### config.mk
export PLATFORM = sky130hd
export DESIGN_NAME = bencode_stream_tokenizer
export DESIGN_NICKNAME = d
export VERILOG_FILES = /design/src/sv/bst_pkg.sv /design/src/sv/bst_fifo.sv /design/src/sv/bst_parse.sv /design/src/sv/bst_outq.sv /design/src/sv/bencode_stream_tokenizer.sv
export SDC_FILE = /design/constraint.sdc
export NUM_CORES = 2
export LEC_CHECK = 0
export ABC_CLOCK_PERIOD_IN_PS = 7700
export BUFFER_PORTS_ARGS = -buffer_cell sky130_fd_sc_hd__buf_2
export CORE_ASPECT_RATIO = 0.8
export CORE_MARGIN = 1
export CORE_UTILIZATION = 50
export DETAILED_ROUTE_END_ITERATION = 10
export GPL_TIMING_DRIVEN = 0
export PLACE_DENSITY = 0.65
export RECOVER_POWER = 100
export SYNTH_ARGS = -nofsm -noshare
export SYNTH_HDL_FRONTEND = slang
export SYNTH_SLANG_ARGS = --single-unit
### constraint.sdc
create_clock -name clk -period 7.7 [get_ports clk]
set_clock_uncertainty 0.15 [all_clocks]
set_input_delay 1.155 -clock clk [delete_from_list [all_inputs] [get_ports clk]]
set_output_delay 1.155 -clock clk [all_outputs]
set_load 0.1 [all_outputs]
### src/sv/bst_pkg.sv
// bst_pkg: shared types and constants for the bencode stream tokenizer
// no dependencies
package bst_pkg;

  localparam logic [2:0] KIND_INT    = 3'd0;
  localparam logic [2:0] KIND_SSTART = 3'd1;
  localparam logic [2:0] KIND_SBYTE  = 3'd2;
  localparam logic [2:0] KIND_LOPEN  = 3'd3;
  localparam logic [2:0] KIND_DOPEN  = 3'd4;
  localparam logic [2:0] KIND_CLOSE  = 3'd5;
  localparam logic [2:0] KIND_ERR    = 3'd6;

  localparam logic [3:0] ERR_NONE     = 4'd0;
  localparam logic [3:0] ERR_BAD_CHAR = 4'd1;
  localparam logic [3:0] ERR_NO_TERM  = 4'd2;
  localparam logic [3:0] ERR_EMPTY    = 4'd3;
  localparam logic [3:0] ERR_INT_LONG = 4'd4;
  localparam logic [3:0] ERR_LEN_LONG = 4'd5;
  localparam logic [3:0] ERR_END      = 4'd6;
  localparam logic [3:0] ERR_KEY      = 4'd7;
  localparam logic [3:0] ERR_DEEP     = 4'd8;

  localparam logic [1:0] ST_LIST = 2'd0;
  localparam logic [1:0] ST_DKEY = 2'd1;
  localparam logic [1:0] ST_DVAL = 2'd2;

  localparam logic [63:0] SAT_LIM = 64'h8000_0000_0000_0000;
  localparam logic [59:0] LEN_MASK = 60'hFFF_FFFF_FFFF_FFFF;

  typedef struct packed {
    logic [2:0]  kind;
    logic [63:0] value;
    logic        is_key;
    logic [5:0]  depth;
    logic [3:0]  err;
    logic        done;
    logic        fin;
  } tok_t;

  typedef struct packed {
    logic [7:0] data;
    logic       last;
  } byte_t;

endpackage

### src/sv/bst_fifo.sv
// bst_fifo: small two-entry queue carrying packed items between stages
// depends on nothing but its width parameter
module bst_fifo #(
  parameter int W = 8
) (
  input  logic         clk,
  input  logic         rst_n,
  input  logic         wr,
  input  logic [W-1:0] wdata,
  output logic         full,
  input  logic         rd,
  output logic [W-1:0] rdata,
  output logic         empty
);
  logic [W-1:0] mem_r [2];
  logic         wp_r, rp_r;
  logic [1:0]   cnt_r;

  assign full  = cnt_r == 2'd2;
  assign empty = cnt_r == 2'd0;
  assign rdata = mem_r[rp_r];

  always_ff @(posedge clk) begin
    if (wr && !full) mem_r[wp_r] <= wdata;
    if (!rst_n) begin
      wp_r <= 1'b0; rp_r <= 1'b0; cnt_r <= 2'd0;
    end else begin
      if (wr && !full) wp_r <= ~wp_r;
      if (rd && !empty) rp_r <= ~rp_r;
      cnt_r <= cnt_r + 2'((wr && !full) ? 1 : 0) - 2'((rd && !empty) ? 1 : 0);
    end
  end
endmodule

### src/sv/bst_parse.sv
// bst_parse: back end, runs the bencode grammar on one byte per cycle while the token queue has room
// depends on bst_pkg; emits up to two tokens per byte into a token queue
module bst_parse #(
  parameter int MAX_DEPTH = 32,
  parameter int MAX_INT_CHARS = 30,
  parameter int MAX_LEN_DIGITS = 18
) (
  input  logic          clk,
  input  logic          rst_n,
  input  logic          in_valid,
  input  bst_pkg::byte_t in_b,
  output logic          in_take,
  output logic          t_push,
  output bst_pkg::tok_t t0,
  output logic          t_two,
  output bst_pkg::tok_t t1,
  input  logic          t_room
);
  localparam int DW = (MAX_DEPTH > 1) ? $clog2(MAX_DEPTH) : 1;
  localparam int LW = $clog2(MAX_DEPTH + 1);

  typedef enum logic [3:0] {
    M_VALUE = 4'b0001, M_INT = 4'b0010, M_LEN = 4'b0100, M_STR = 4'b1000
  } mode_t;
  typedef enum logic [2:0] {
    H_RUN = 3'b001, H_DONE = 3'b010, H_ERR = 3'b100
  } halt_t;

  logic [1:0]  stk_r [MAX_DEPTH];
  mode_t       mode_r, mode_nxt;
  halt_t       halt_r, halt_nxt;
  logic [LW-1:0] lvl_r, lvl_nxt;
  logic [63:0] acc_r, acc_nxt;
  logic        neg_r, neg_nxt;
  logic [4:0]  cnt_r, cnt_nxt;
  logic [59:0] rem_r, rem_nxt;
  logic        sw;
  logic [DW-1:0] sa;
  logic [1:0]  sd;

  logic [7:0] b;
  logic       dig, has_top;
  logic [3:0] dv;
  logic [1:0] top;
  logic [DW-1:0] tix;
  logic [63:0] mul;
  logic [59:0] lmul;
  logic [59:0] rdec;
  logic        e0, done0;
  bst_pkg::tok_t r0;

  assign in_take = in_valid && t_room;
  assign b   = in_b.data;
  assign dig = b >= "0" && b <= "9";
  assign dv  = b[3:0];
  assign has_top = lvl_r != '0;
  assign tix = DW'(lvl_r - LW'(1));
  assign top = stk_r[tix];
  assign mul = (acc_r << 3) + (acc_r << 1) + 64'(dv);
  assign lmul = (rem_r << 3) + (rem_r << 1) + 60'(dv);
  assign rdec = rem_r - 60'd1;

  always_comb begin
    mode_nxt = mode_r; halt_nxt = halt_r; lvl_nxt = lvl_r;
    acc_nxt = acc_r; neg_nxt = neg_r; cnt_nxt = cnt_r; rem_nxt = rem_r;
    sw = 1'b0; sa = tix; sd = bst_pkg::ST_LIST;
    e0 = 1'b0; done0 = 1'b0;
    r0 = '0;
    r0.depth = 6'(lvl_r);
    t1 = '0;
    t1.kind = bst_pkg::KIND_ERR;
    t1.err  = bst_pkg::ERR_END;
    if (halt_r == H_RUN) begin
      case (mode_r)
        M_VALUE: begin
          if (has_top && top == bst_pkg::ST_DKEY && !(b == "e") && !dig) begin
            e0 = 1'b1; r0.kind = bst_pkg::KIND_ERR; r0.err = bst_pkg::ERR_KEY;
          end else if (b == "e" && has_top && top != bst_pkg::ST_DVAL) begin
            // close: pop then flip the parent if it is a dict
            lvl_nxt = lvl_r - LW'(1);
            e0 = 1'b1; r0.kind = bst_pkg::KIND_CLOSE; r0.depth = 6'(lvl_nxt);
            if (lvl_nxt == '0) begin
              halt_nxt = H_DONE; r0.done = 1'b1;
            end else begin
              sa = DW'(lvl_nxt - LW'(1));
              if (stk_r[sa] != bst_pkg::ST_LIST) begin
                sw = 1'b1;
                sd = (stk_r[sa] == bst_pkg::ST_DKEY) ? bst_pkg::ST_DVAL : bst_pkg::ST_DKEY;
              end
            end
          end else if (b == "i" && !(has_top && top == bst_pkg::ST_DKEY)) begin
            mode_nxt = M_INT; acc_nxt = '0; neg_nxt = 1'b0; cnt_nxt = '0;
          end else if ((b == "l" || b == "d") && !(has_top && top == bst_pkg::ST_DKEY)) begin
            e0 = 1'b1;
            if (lvl_r >= LW'(MAX_DEPTH)) begin
              r0.kind = bst_pkg::KIND_ERR; r0.err = bst_pkg::ERR_DEEP;
            end else begin
              r0.kind = (b == "l") ? bst_pkg::KIND_LOPEN : bst_pkg::KIND_DOPEN;
              sw = 1'b1; sa = DW'(lvl_r);
              sd = (b == "l") ? bst_pkg::ST_LIST : bst_pkg::ST_DKEY;
              lvl_nxt = lvl_r + LW'(1);
            end
          end else if (dig) begin
            mode_nxt = M_LEN; cnt_nxt = 5'd1; rem_nxt = 60'(dv);
          end else begin
            e0 = 1'b1; r0.kind = bst_pkg::KIND_ERR; r0.err = bst_pkg::ERR_BAD_CHAR;
          end
        end
        M_INT: begin
          if (b == "-" && cnt_r == '0) begin
            neg_nxt = 1'b1; cnt_nxt = 5'd1;
          end else if (dig) begin
            if (cnt_r >= 5'(MAX_INT_CHARS)) begin
              e0 = 1'b1; r0.kind = bst_pkg::KIND_ERR; r0.err = bst_pkg::ERR_INT_LONG;
            end else begin
              cnt_nxt = cnt_r + 5'd1;
              // saturate once above 2^63
              acc_nxt = (acc_r > 64'd922337203685477580 ||
                         (acc_r == 64'd922337203685477580 && dv > 4'd8)) ?
                        bst_pkg::SAT_LIM : mul;
            end
          end else if (cnt_r == '0 || (cnt_r == 5'd1 && neg_r)) begin
            e0 = 1'b1; r0.kind = bst_pkg::KIND_ERR; r0.err = bst_pkg::ERR_EMPTY;
          end else if (b == "e") begin
            e0 = 1'b1; r0.kind = bst_pkg::KIND_INT; done0 = 1'b1;
            r0.value = neg_r ? (64'd0 - acc_r) :
                       (acc_r[63] ? bst_pkg::SAT_LIM - 64'd1 : acc_r);
          end else begin
            e0 = 1'b1; r0.kind = bst_pkg::KIND_ERR; r0.err = bst_pkg::ERR_NO_TERM;
          end
        end
        M_LEN: begin
          if (dig) begin
            if (cnt_r >= 5'(MAX_LEN_DIGITS)) begin
              e0 = 1'b1; r0.kind = bst_pkg::KIND_ERR; r0.err = bst_pkg::ERR_LEN_LONG;
            end else begin
              cnt_nxt = cnt_r + 5'd1; rem_nxt = lmul & bst_pkg::LEN_MASK;
            end
          end else if (b == ":") begin
            e0 = 1'b1; r0.kind = bst_pkg::KIND_SSTART;
            r0.is_key = has_top && top == bst_pkg::ST_DKEY;
            r0.value = 64'(rem_r);
            if (rem_r == '0) done0 = 1'b1;
            else mode_nxt = M_STR;
          end else begin
            e0 = 1'b1; r0.kind = bst_pkg::KIND_ERR; r0.err = bst_pkg::ERR_NO_TERM;
          end
        end
        M_STR: begin
          e0 = 1'b1; r0.kind = bst_pkg::KIND_SBYTE; r0.value = 64'(b);
          r0.is_key = has_top && top == bst_pkg::ST_DKEY;
          rem_nxt = rdec;
          if (rdec == '0) done0 = 1'b1;
        end
        default: begin
          e0 = 1'b1; r0.kind = bst_pkg::KIND_ERR; r0.err = bst_pkg::ERR_BAD_CHAR;
        end
      endcase
      if (e0 && r0.kind == bst_pkg::KIND_ERR) halt_nxt = H_ERR;
      // value finished: flip dict phase or finish top level
      if (done0) begin
        mode_nxt = M_VALUE;
        if (!has_top) begin
          halt_nxt = H_DONE; r0.done = 1'b1;
        end else if (top != bst_pkg::ST_LIST) begin
          sw = 1'b1; sa = tix;
          sd = (top == bst_pkg::ST_DKEY) ? bst_pkg::ST_DVAL : bst_pkg::ST_DKEY;
        end
      end
    end
    t_two = in_b.last && halt_nxt == H_RUN;
    t_push = in_take && (e0 || t_two);
    r0.fin = !t_two;
    t1.depth = 6'(lvl_nxt);
    t1.fin = 1'b1;
    t0 = e0 ? r0 : t1;
    if (!e0) t_two = 1'b0;
  end

  always_ff @(posedge clk) begin
    if (in_take && sw) stk_r[sa] <= sd;
    if (!rst_n) begin
      mode_r <= M_VALUE; halt_r <= H_RUN; lvl_r <= '0;
      acc_r <= '0; neg_r <= 1'b0; cnt_r <= '0; rem_r <= '0;
    end else if (in_take) begin
      if (in_b.last) begin
        mode_r <= M_VALUE; halt_r <= H_RUN; lvl_r <= '0;
        acc_r <= '0; neg_r <= 1'b0; cnt_r <= '0; rem_r <= '0;
      end else begin
        mode_r <= mode_nxt; halt_r <= halt_nxt; lvl_r <= lvl_nxt;
        acc_r <= acc_nxt; neg_r <= neg_nxt; cnt_r <= cnt_nxt; rem_r <= rem_nxt;
      end
    end
  end
endmodule

### src/sv/bst_outq.sv
// bst_outq: result queue taking up to two tokens per cycle, one out per pop
// depends on bst_pkg
module bst_outq (
  input  logic          clk,
  input  logic          rst_n,
  input  logic          push,
  input  bst_pkg::tok_t d0,
  input  logic          two,
  input  bst_pkg::tok_t d1,
  output logic          room,
  input  logic          pop,
  output bst_pkg::tok_t q,
  output logic          empty
);
  bst_pkg::tok_t mem_r [4];
  logic [1:0] wp_r, rp_r;
  logic [2:0] cnt_r;
  logic       rd;

  assign room  = cnt_r <= 3'd2;
  assign empty = cnt_r == 3'd0;
  assign q     = mem_r[rp_r];
  assign rd    = pop && !empty;

  always_ff @(posedge clk) begin
    if (push) begin
      mem_r[wp_r] <= d0;
      if (two) mem_r[wp_r + 2'd1] <= d1;
    end
    if (!rst_n) begin
      wp_r <= '0; rp_r <= '0; cnt_r <= '0;
    end else begin
      if (push) wp_r <= wp_r + (two ? 2'd2 : 2'd1);
      if (rd) rp_r <= rp_r + 2'd1;
      cnt_r <= cnt_r + (push ? (two ? 3'd2 : 3'd1) : 3'd0) - (rd ? 3'd1 : 3'd0);
    end
  end
endmodule

### src/sv/bencode_stream_tokenizer.sv
// bencode_stream_tokenizer: top level, byte queue, grammar engine, token queue
// depends on bst_pkg, bst_fifo, bst_parse, bst_outq
//
// Takes one bencode byte per clock while the input queue is not full and
// emits 0..2 tokens per byte through a queue interface. A byte is parsed as
// it leaves the two-entry input queue; the rate is one byte per cycle as
// long as the four-entry token queue keeps room for two tokens, so a byte
// that makes two tokens needs the consumer to pop twice. The first token of
// a byte goes into the token queue as the parser takes the byte and can then
// be popped. The nesting stack is a small register array, one entry per level.
module bencode_stream_tokenizer #(
  parameter int MAX_DEPTH = 32,
  parameter int MAX_INT_CHARS = 30,
  parameter int MAX_LEN_DIGITS = 18
) (
  input  logic        clk,
  input  logic        rst_n,
  input  logic        push,
  output logic        full,
  input  logic [7:0]  in_byte_in,
  input  logic        in_last_byte,
  input  logic        pop,
  output logic        empty,
  output logic [2:0]  out_token_kind,
  output logic signed [63:0] out_token_value,
  output logic        out_is_key,
  output logic [5:0]  out_nest_depth,
  output logic [3:0]  out_error_code,
  output logic        out_value_complete,
  output logic        out_final_of_run
);
  bst_pkg::byte_t ib, qb;
  logic qempty, take, tpush, ttwo, troom;
  bst_pkg::tok_t t0, t1, tq;

  assign ib.data = in_byte_in;
  assign ib.last = in_last_byte;

  bst_fifo #(.W($bits(bst_pkg::byte_t))) u_inq (
    .clk, .rst_n, .wr(push), .wdata(ib), .full,
    .rd(take), .rdata(qb), .empty(qempty)
  );

  bst_parse #(
    .MAX_DEPTH(MAX_DEPTH), .MAX_INT_CHARS(MAX_INT_CHARS),
    .MAX_LEN_DIGITS(MAX_LEN_DIGITS)
  ) u_parse (
    .clk, .rst_n, .in_valid(!qempty), .in_b(qb), .in_take(take),
    .t_push(tpush), .t0, .t_two(ttwo), .t1, .t_room(troom)
  );

  bst_outq u_outq (
    .clk, .rst_n, .push(tpush), .d0(t0), .two(ttwo), .d1(t1),
    .room(troom), .pop, .q(tq), .empty
  );

  assign out_token_kind     = tq.kind;
  assign out_token_value    = tq.value;
  assign out_is_key         = tq.is_key;
  assign out_nest_depth     = tq.depth;
  assign out_error_code     = tq.err;
  assign out_value_complete = tq.done;
  assign out_final_of_run   = tq.fin;

  a_err_code: assert property (@(posedge clk) disable iff (!rst_n)
    !empty && out_token_kind != bst_pkg::KIND_ERR |-> out_error_code == bst_pkg::ERR_NONE)
    else $error("error code on non-error token");
  a_push_room: assert property (@(posedge clk) disable iff (!rst_n)
    tpush |-> troom)
    else $error("token push without room");
  a_two_push: assert property (@(posedge clk) disable iff (!rst_n)
    ttwo && tpush |-> t0.fin == 1'b0)
    else $error("second token without first");
endmodule
**Word level (Yosys, flattened, before mapping)**

Memory sizes are Yosys's and may differ from the RTL's. A register that Yosys moved wholly into a read port is not among the register bits.
Cells that the tools add are included.

- Add/sub/neg operators: 17
- Magnitude comparators: 8
- Equal/unequal tests: 42
- Multiplexer cells: 202
- Bitwise operators: 2
- Reductions and logical operators: 49

Operators with widths:

| cell | count |
|---|---|
| 64-bit two-way mux | 13 |
| 60-bit two-way mux | 9 |
| 64-bit one-hot mux with 3 select lines | 1 |
| 60-bit one-hot mux with 3 select lines | 1 |
| 64-bit one-hot mux with 2 select lines | 1 |
| 60-bit logical NOT | 2 |
| 5-bit two-way mux | 23 |
| 3-bit two-way mux | 27 |
| 4-bit two-way mux | 20 |
| 80-bit two-way mux | 1 |
| 79-bit two-way mux | 1 |
| 67-bit two-way mux | 1 |
| 6-bit two-way mux | 11 |
| 65-bit two-way mux | 1 |
| 64-bit by 4-bit adder with 64-bit output | 1 |
| 64-bit adder | 1 |
| 64-bit by 60-bit equality test with 1-bit output, second input constant | 1 |
| 64-bit by 60-bit > comparator with 1-bit output, second input constant | 1 |
| 1-bit by 64-bit subtractor with 64-bit output, first input constant | 1 |
| 63-bit two-way mux | 1 |
| 1-bit two-way mux | 62 |
| 61-bit two-way mux | 1 |
| 60-bit by 4-bit adder with 60-bit output | 1 |
| 60-bit adder | 1 |
| other kinds (58) | 137 |

- Flip-flop bits (word level): 154
- Memory bits (writable): 402
- Bits of input ports: 13
- Word-level logic and storage cells: 336
- Memories: 3

Memories:

| memory | depth | bits a word | rd ports | clocked after memory_dff | wr ports | RTL line | text |
|---|---|---|---|---|---|---|---|
| u_outq.mem_r | 4 | 80 | 1 | 1 | 2 | bst_outq.sv:15 | `bst_pkg::tok_t mem_r [4];` |
| u_parse.stk_r | 32 | 2 | 2 | 0 | 1 | bst_parse.sv:29 | `logic [1:0] stk_r [MAX_DEPTH];` |
| u_inq.mem_r | 2 | 9 | 1 | 1 | 1 | bst_fifo.sv:15 | `logic [W-1:0] mem_r [2];` |

**Depth between registers and ports, before layout**

An unclocked memory read counts as a cell.

- Depth in word-level cells: 25
- Gate-level depth with buffers: 25
- Gate-level depth less buffers: 18

**By module**

A second synthesis with hierarchy kept.

- Cell total of the unflattened synthesis: 3934
- Area total of the unflattened synthesis: 40317.4 um^2

Modules (own cells, without submodules):

| module | instances | cells an instance | area an instance (um^2) | seq. area each (um^2) |
|---|---|---|---|---|
| bst_parse | 1 | 3048 | 23533.8 | 4784.6 |
| bst_outq | 1 | 832 | 15896.5 | 9789.4 |
| bst_fifo | 1 | 53 | 883.3 | 640.6 |
| bencode_stream_tokenizer | 1 | 1 | 3.8 | 0.0 |

**Least setup slack after synthesis**

Ideal clock, no wire load.

- Path kind: register to register
- From: reg u_parse.lvl_r[0]
- To: reg u_outq.cnt_r[2]
- Data arrival time: 6.648 ns
- Data required time: 7.435 ns
- Path slack: 0.787 ns
- Stages on the path, launching flop included: 24
- Path buffers: 7
- Period minus slack after synthesis: 6.913 ns
- Cell sequence: dfxtp_1 > buf_4 > buf_2 > clkbuf_1 > clkbuf_1 > buf_1 > inv_1 > ha_1 > clkbuf_1 > mux4_2 > nor2b_1 > mux4_2 > a222oi_1 > o21ai_2 > o31ai_4 > o31ai_2 > or4b_1 > buf_4 > or2_2 > ha_1 > inv_1 > fa_1 > xnor2_1 > and2_1

- Longest elaborated chain between the ends: 25
- Elaborated cells between the ends (all ways): 48

RTL lines:

| item | RTL line | text |
|---|---|---|
| from (decl) | bst_parse.sv:32 | `logic [LW-1:0] lvl_r, lvl_nxt;` |
| from (signal assigned) | bst_parse.sv:190 | `mode_r <= mode_nxt; halt_r <= halt_nxt; lvl_r <= lvl_nxt;` |
| 6-bit by 1-bit subtractor with 6-bit output | bst_parse.sv:57 | `assign tix = DW'(lvl_r - LW'(1));` |
| memory read 32 x 2 bit | - |  |
| 2-bit by 1-bit equality test with 1-bit output | bst_parse.sv:76, bst_parse.sv:91, bst_parse.sv:93 |  |
| 1-bit logical AND | bst_parse.sv:76, bst_parse.sv:91, bst_parse.sv:93 |  |
| 1-bit logical NOT | bst_parse.sv:91, bst_parse.sv:93 |  |
| 1-bit logical AND | bst_parse.sv:93 | `end else if ((b == "l" \|\| b == "d") && !(has_top && top == bst_pkg::ST_DKEY)) begin` |
| 3-bit two-way mux | bst_parse.sv:93 |  |
| 3-bit two-way mux | bst_parse.sv:91 | `end else if (b == "i" && !(has_top && top == bst_pkg::ST_DKEY)) begin` |
| [... 9 more ...] | - |  |
| 3-bit two-way mux | bst_parse.sv:73 | `if (halt_r == H_RUN) begin` |
| 3-bit by 1-bit equality test with 1-bit output | bst_parse.sv:171 | `t_two = in_b.last && halt_nxt == H_RUN;` |
| 1-bit logical AND | bst_parse.sv:171 |  |
| 1-bit two-way mux / 1-bit logical OR (equally long branches) | bst_parse.sv:177, bst_parse.sv:172 |  |
| 2-bit two-way mux / 1-bit logical AND (equally long branches) | bst_outq.sv:35, bst_parse.sv:172 |  |
| 3-bit two-way mux (*) | bst_outq.sv:35 | `cnt_r <= cnt_r + (push ? (two ? 3'd2 : 3'd1) : 3'd0) - (rd ? 3'd1 : 3'd0);` |
| 3-bit adder (*) | bst_outq.sv:35 |  |
| 3-bit subtractor (*) | bst_outq.sv:35 |  |
| to (signal assigned) | bst_outq.sv:35 |  |
| to (decl) | bst_outq.sv:17 | `logic [2:0] cnt_r;` |

Every way passes the cells marked *; elsewhere a longest branch is shown, timed or not. The select of a mux whose other input is x is not followed.
A chain may end at the register's enable or synchronous reset.

==> results.cfg <==
[timing]
clock.fmax_mhz = 136
min_period_over_period = 0.956
hold_violations = 0
finalSetupViolCount = 0
finalMaxSlewViolations = 11
post-route-min-period_ns = 7.36
tightest_slew_ns = 1.54
rsz0062_at_grt = false
whs_ns = 0.306
slew_headroom = -0.0345

[die]
die_w_um = 308
io_pins = 95
core_mm2 = 0.0738
die_area_mm2 = 0.0758
start_util = 0.506
die_y_um = 246
rows = 89

[yosys]
synth.distinct_cells = 91
yosysMostFrequentCell = o21ai_0
syn_nets = 4590
synth_ff_type = dfxtp_1
netlist_instances = 4315
synth_top_area_frac = 0.243
synth_edf_count = 106
synthTopCellsByCount = o21ai_0, dfxtp_1, nand3_1
syn_area_per_cell_um2 = 8.66
synth_warnings = 0
async_flop_share = 0
netlist_area_mm2 = 0.0374
ys_seq_elements = 559
synth_area_leaders = dfxtp_1, ha_1, edfxtp_1, mux4_2, o21ai_0
yosys.area.top_type = dfxtp_1
yosysSeqAreaShare = 0.328

[power]
power.switching_mw = 3.14
p_sw_frac = 0.370
static-leakage-power_nw = 15.7
pwr-share-clk = 0.343
seq_power_share = 0.376
pwr_density_cell_mw_per_mm2 = 207
p_total_mw = 8.48
ir_drop_v = 0.000215
p_comb_frac = 0.281
internal-power_mw = 5.34

[place]
dp_hpwl_um = 100000
routabilityCongestion = 1.02
placed_area_mm2 = 0.0391
io_buffers = 93

[clock_tree]
cts-root-buf = clkbuf_16
cts.sinks = 559
clock_latency_ns = 0.65
clk_path_buf_depth = 3
tritoncts = yes
htreeDepth = 2
cts.clk_slew.worst_paths_ns = 0.07
numCtsBuffers = 54

[layout]
final_nets = 4743
synthToLayoutAreaGrowth_pct = 9.51
drive_gt1_frac = 0.0784
design_area_mm2 = 0.0409
num_antenna_cells = 0

[critical_path]
worstSetupStartpointType = flip-flop
cp-endpoint = u_outq.mem_r[3][11]
cp-end-kind = flip-flop
r2r_start = u_parse.lvl_r[0]
rr_worst_depth = 23
worstSetupPathType = flip-flop to flip-flop
crit_required_ns = 7.89
cp.arrival_ns = 7.55
r2r_end = u_outq.mem_r[3][11]
rrSetupSlack_ns = 0.34
worst-path-max-fanout = 19
crit_path_start = u_parse.lvl_r[0]

[detailed_routing]
drc = 0
wl_um = 133000
drt_pass1_iterations = 7
wire_per_inst_um = 24.1
ant_nets = 0
via_per_inst = 6.51
dr.first_iter.drc_count = 4366
vias = 35915

[run_status]
status = finished with violations
violations = capacitance limit, slew limit

[global_route]
overflow = 0
grt_pass1_wl_um = 201000
gr-usage-all-layers = 0.341
grt_max_degree = 25
antenna_found_initial = 5
first_global_vias = 33138

[run]
max_cap_violations = 1

[worst_hold_path]
hold_class = flip-flop to flip-flop
hold_depth = 2
## power groups by stage
| stage | Sequential (mW) | Clock (mW) | Combinational, mW |
|---|---|---|---|
| 2_1_floorplan | 3.22 | 0 | 1.66 |
| 3_3_place_gp | 3.25 | 0 | 2.31 |
| 3_5_place_dp | 3.25 | 0 | 2.32 |
| 6_report | 3.19 | 2.91 | 2.38 |
| 5_1_grt | 3.20 | 3.03 | 2.51 |
| 4_1_cts | 3.19 | 2.91 | 2.34 |
## worst max-delay path, stage by stage, from the launching register on
cell and delay (ns):
dfxtp_1 0.48, buf_4 0.29, clkbuf_4 0.31, buf_2 0.32, buf_4 0.33, inv_1 0.22, ha_1 0.39, clkbuf_2 0.31
mux4_2 0.39, nor2b_1 0.15, mux4_2 0.46, a222oi_1 0.34, buf_4 0.21, nor2_2 0.10, a21oi_1 0.35, nand3_1 0.20
o311a_1 0.20, nand2_1 0.11, clkbuf_1 0.36, a211o_1 0.19, buf_4 0.23, clkbuf_4 0.30, clkbuf_1 0.46, o22ai_1 0.16
## routing by layer
layer | part of all wire | up-vias | GRT usage
met5 | 0.00017 | - | 0
met4 | 0.038 | 4 | 0.120
met3 | 0.11 | 285 | 0.0666
met2 | 0.42 | 1864 | 0.496
met1 | 0.44 | 17339 | 0.500
li1 | - | 16423 | -
## registers in the layout (all words and copies together) (netlist names), 4 cells and up, named ones only
| register | count |
|---|---|
| u_inq.mem_r | 18 |
| u_outq.mem_r | 320 |
| u_parse.acc_r | 64 |
| u_parse.cnt_r | 5 |
| u_parse.lvl_r | 6 |
| u_parse.mode_r | 4 |
| u_parse.rem_r | 60 |
| u_parse.stk_r | 64 |
## kinds of logic after synthesis
logic type / Yosys count / share of synthesized area
AOI/OAI and AO/OA: 1322 / 0.215
xor gates and xnor gates: 225 / 0.0528
adders and majority gates: 262 / 0.0888
buffers and inverters: 409 / 0.0449
DFF: 559 / 0.328
muxes: 149 / 0.0796
and+or+nand+nor: 1389 / 0.191
## layout make-up
type,count,area (um^2)
Sequential cell,559,12300
Clock buffer,67,1500
Timing Repair Buffer,98,425
Multi-Input combinational cell,3347,23400
Inverter,73,274
Fill cell,6951,32900
Buffer,335,1370
Tap cell,1001,1250
Clock inverter,35,415
## how the worst min path moves through the flow
stage	start	end	slack [ns]
finish	u_outq.mem_r[2][51]	u_outq.mem_r[2][51]	0.31
floorplan	u_outq.mem_r[2][51]	u_outq.mem_r[2][51]	0.28
CTS	u_outq.mem_r[0][51]	u_outq.mem_r[0][51]	0.30
global route	u_outq.mem_r[0][74]	u_outq.mem_r[0][74]	0.33
global placement	u_outq.mem_r[1][51]	u_outq.mem_r[1][51]	0.29
detailed placement	u_outq.mem_r[0][51]	u_outq.mem_r[0][51]	0.29
## repair_timing
item,in CTS,in global routing
setup buffers,1,0
hold buffers,0,0
resized for setup,6,5
setup endpoints to repair,549,351
pin swaps,1,0
## layout by cell type (no fill, tap or decap), drive strengths merged, types with 39 or more instances in the layout
cell | netlist | layout
clkbuf | 242 | 433
o22ai | 61 | 61
nor2b | 102 | 102
nand4 | 47 | 47
nor4 | 55 | 55
edfxtp | 106 | 106
nand3 | 365 | 365
o21ai | 541 | 541
a21o | 99 | 99
xor2 | 93 | 93
nand2 | 256 | 256
xnor2 | 132 | 132
a21oi | 263 | 263
nor2 | 238 | 238
mux4 | 118 | 118
and2 | 39 | 39
a22oi | 86 | 86
buf | 94 | 67
inv | 73 | 77
ha | 257 | 257
dfxtp | 453 | 453
nor3 | 76 | 76
## through the flow
| stage | std cells | setup slack [ns] | TNS (ns) | util |
|---|---|---|---|---|
| floorplan | 4315 | 0.787 | 0 | - |
| global placement | 5409 | -1.87 | -565.05 | 0.529 |
| detailed placement | 5413 | -1.43 | -524.65 | 0.530 |
| CTS | 5515 | 0.0552 | 0 | 0.556 |
| global route | 5515 | 0.0164 | 0 | 0.554 |
| finish | 5515 | 0.341 | 0 | 0.554 |
Power figures use the tool's default switching activity.
